### config.mk
export PLATFORM = sky130hd
export DESIGN_NAME = aspt_ram
export DESIGN_NICKNAME = d
export VERILOG_FILES = /design/src/aspt_ram.sv
export SDC_FILE = /design/constraint.sdc
export NUM_CORES = 2
export LEC_CHECK = 0
export BUFFER_PORTS_ARGS = -buffer_cell sky130_fd_sc_hd__buf_2
export CORE_MARGIN = 4
export CORE_UTILIZATION = 40
export CTS_CLUSTER_SIZE = 12
export DETAILED_ROUTE_END_ITERATION = 7
export PLACE_DENSITY = 0.59
export SETUP_SLACK_MARGIN = 0.3
export SLEW_MARGIN = 20
export SYNTH_ARGS = -nofsm -noshare
export SYNTH_HDL_FRONTEND = slang
export SYNTH_SLANG_ARGS = --single-unit
### constraint.sdc
create_clock -name clk_i -period 9.2 [get_ports clk_i]
set_input_delay 0.92 -clock clk_i [delete_from_list [all_inputs] [get_ports clk_i]]
set_output_delay 0.92 -clock clk_i [all_outputs]
set_load 0.1 [all_outputs]
### src/aspt_ram.sv
// aspt_ram: generic single-port write, single-port read ram, registered read
// no dependencies
module aspt_ram #(
  parameter int unsigned Width = 32,
  parameter int unsigned Depth = 64
) (
  input  logic                     clk_i,
  input  logic                     we_i,
  input  logic [$clog2(Depth)-1:0] waddr_i,
  input  logic [Width-1:0]         wdata_i,
  input  logic [$clog2(Depth)-1:0] raddr_i,
  output logic [Width-1:0]         rdata_o
);

  logic [Width-1:0] mem_q [Depth];

  always_ff @(posedge clk_i) begin
    if (we_i) begin
      mem_q[waddr_i] <= wdata_i;
    end
    rdata_o <= mem_q[raddr_i];
  end

endmodule

==> run metrics <==
largest net degree at the start of global routing=109; Syn. warnings=0; internal power consumption=15.3 mW; router iterations before antenna repair=7; routed via count=36517; Fmax=271 MHz; post-layout min period=3690 ps; htree depth=4; top_reg_cell synth=edfxtp_1; Initial DRC Count=3793; cell taking the most area after synthesis=edfxtp_1; number of max-cap violations=0; GRT Overall Usage=0.198; Gate power share=0.054; initial antenna violation count=12; post-synthesis average cell area=23.6 sq um; grt total ovfl=0; vias in the first global route=37065; most common cell in the netlist=edfxtp_1; Tcrit/Tclk final=0.401; layout cells sized above 1=0.284; status=finished clean; CP bufs+invs=3; Clock transition at path regs=60 ps; Worst EP arrival=4370 ps; Netlist cell types=34; post-synthesis async set-or-reset flop share=0; slowest cell delay on critical path=680 ps; DIE WIDTH=451 um; maximum vdd drop=0.000150 V; Crit path max-delay family=buffers and inverters; Mapped Nets=3370; sequential power share=0.541; Post-synth EDFFs=2048; crit path max fanout=95; synthesized area=78500 sq um; DR DRC count=0; final setup fails=0; # rows=162; Clk pwr share=0.405; Port Buffers=77; Routed Antenna Nets=0; Vias/cell=5.78; PostCTS Resize Cnt=0; starting density of the core=0.403; Non-Filler Instances=6315; hold_buf cts=0; post-CTS setup buffer count=0; worst-path cell chain=buf_8, buf_12, buf_12, mux4_2, o22ai_1, nor2_1; RSZ-0062 raised after global routing=no; Seq/Total Area, Yosys=0.791; Final Slew Violations=0; Slew headroom=0.273; Startpoint Class=input pin; num ports=78; clock latency on the worst-skew pair=830 ps; final wirelength=202 mm; Net Sw Frac=0.216; CP Capture Type=register; clock buffer depth=3; # nets final=3571; Routed WL per cell=32.0 um; core area=195000 sq um; Worst EP required=9880 ps; setup tns final=0 ps; top cells by area, synth=edfxtp_1 (78%), mux4_2 (16%), mux2i_1 (1.2%); TritonCTS Sinks=2080; Routability Congestion=0.743; area grow syn2layout=13.4%; final hold vios=0; Final Skew=33.9 ps; Worst Tran Pin Value=1090 ps; die span in y=451 um; commonest cells in the synthesized netlist=edfxtp_1 (2048), mux4_2 (544), nor2_1 (137), mux2i_1 (93), o22ai_1 (84); Switch Pwr=4.22 mW; first-pass GRT wire length=287 mm; CTS tree=done; full die area=203000 sq um; Slowest-stage cell, CP=buf_12; Hold WC Path Type=in2reg; post-synthesis cell count=3324; Num CTS Buffers=208; most used cell along the critical path=buf_12; Synth top area share=0.783; static leakage=27.3 nW; WHS=617 ps; critical path type=in2reg; detailed placement HPWL=105 mm; placed insts=5939; #FFs+latches synth=2080; power density over the cells=219 nW/um^2; root cell of the clock tree=clkbuf_16
-- worst reg2reg max path, cell delays in order (launching register included) --
cell and delay, ps:
edfxtp_1 370, mux4_2 470, mux4_2 500, o22ai_1 640
nor2_1 280
-- power by group through the flow --
stage               clock [mW]  combinational [mW]  sequential (mW)
finish                    7.90                1.06             10.5
global route              8.44                1.12             10.5
CTS                       8.04                1.07             10.6
detailed placement           0                1.07             10.8
global placement             0                1.06             10.7
floorplan                    0               0.510             10.9
-- kinds of logic (layout without fill, tap and decap cells) --
logic type / after synthesis / count (layout) / share of synthesized area
other cells: 0 / 13 / 0
mux: 637 / 637 / 0.168
buf+inv: 182 / 536 / 0.0113
compound gates: 202 / 202 / 0.0167
simple gates: 223 / 223 / 0.0127
flops: 2080 / 2080 / 0.791
-- state kept, by name, indices dropped and copies added (netlist names) --
signal   cells
mem_q     2048
rdata_o     32
-- metal layers --
metal,share of wire,global-route usage
met1,0.41,0.282
met2,0.49,0.320
met3,0.066,0.0293
met4,0.028,0.0601
met5,0.000049,0
-- area by class of cell --
class / count / area [sq um]
Fill cell: 16072 / 106000
Sequential cell: 2080 / 62100
Multi-Input combinational cell: 1062 / 16000
Clock buffer: 309 / 5840
Tap cell: 2624 / 3280
Timing Repair Buffer: 173 / 1320
Clock inverter: 54 / 424
Antenna cell: 13 / 32.5
-- cell usage in the layout, fill, tap and decap left out, types with 25 or more instances in the layout --
master     Yosys  routed
a21oi_1       62      62
buf_2         57      47
buf_4         25     113
clkbuf_1      74      81
clkbuf_16      0     213
clkinv_1       0      25
dfxtp_1       32      32
edfxtp_1    2048    2048
mux2i_1       93      93
mux4_2       544     544
nand2_1       26      25
nor2_1       137      75
nor2_4         0      62
o221ai_1      27      27
o22ai_1       84      84
-- worst paths after layout --
path,from,to,slack (ps),cells after the start
worst max-delay path,raddr_i[2],rdata_o[21]$_DFF_P_,5510,6
worst min-delay path,wdata_i[28],mem_q[3][28]$_DFFE_PP_,620,1
worst max register to register,mem_q[46][23]$_DFFE_PP_,rdata_o[23]$_DFF_P_,6760,4
worst min register to register,mem_q[28][17]$_DFFE_PP_,rdata_o[17]$_DFF_P_,760,4
-- through the flow --
stage / area (sq um) / setup slack (ps) / utilization / power (mW)
finish: 89000 / 5510 / 0.456 / 19.5
global route: 89000 / 5340 / 0.456 / 20.1
CTS: 88900 / 5430 / 0.456 / 19.7
detailed placement: 82700 / 4550 / 0.424 / 11.8
global placement: 82600 / 4560 / 0.424 / 11.8
floorplan: 78500 / 5120 / - / 11.4
Power figures use the tool's default switching activity.
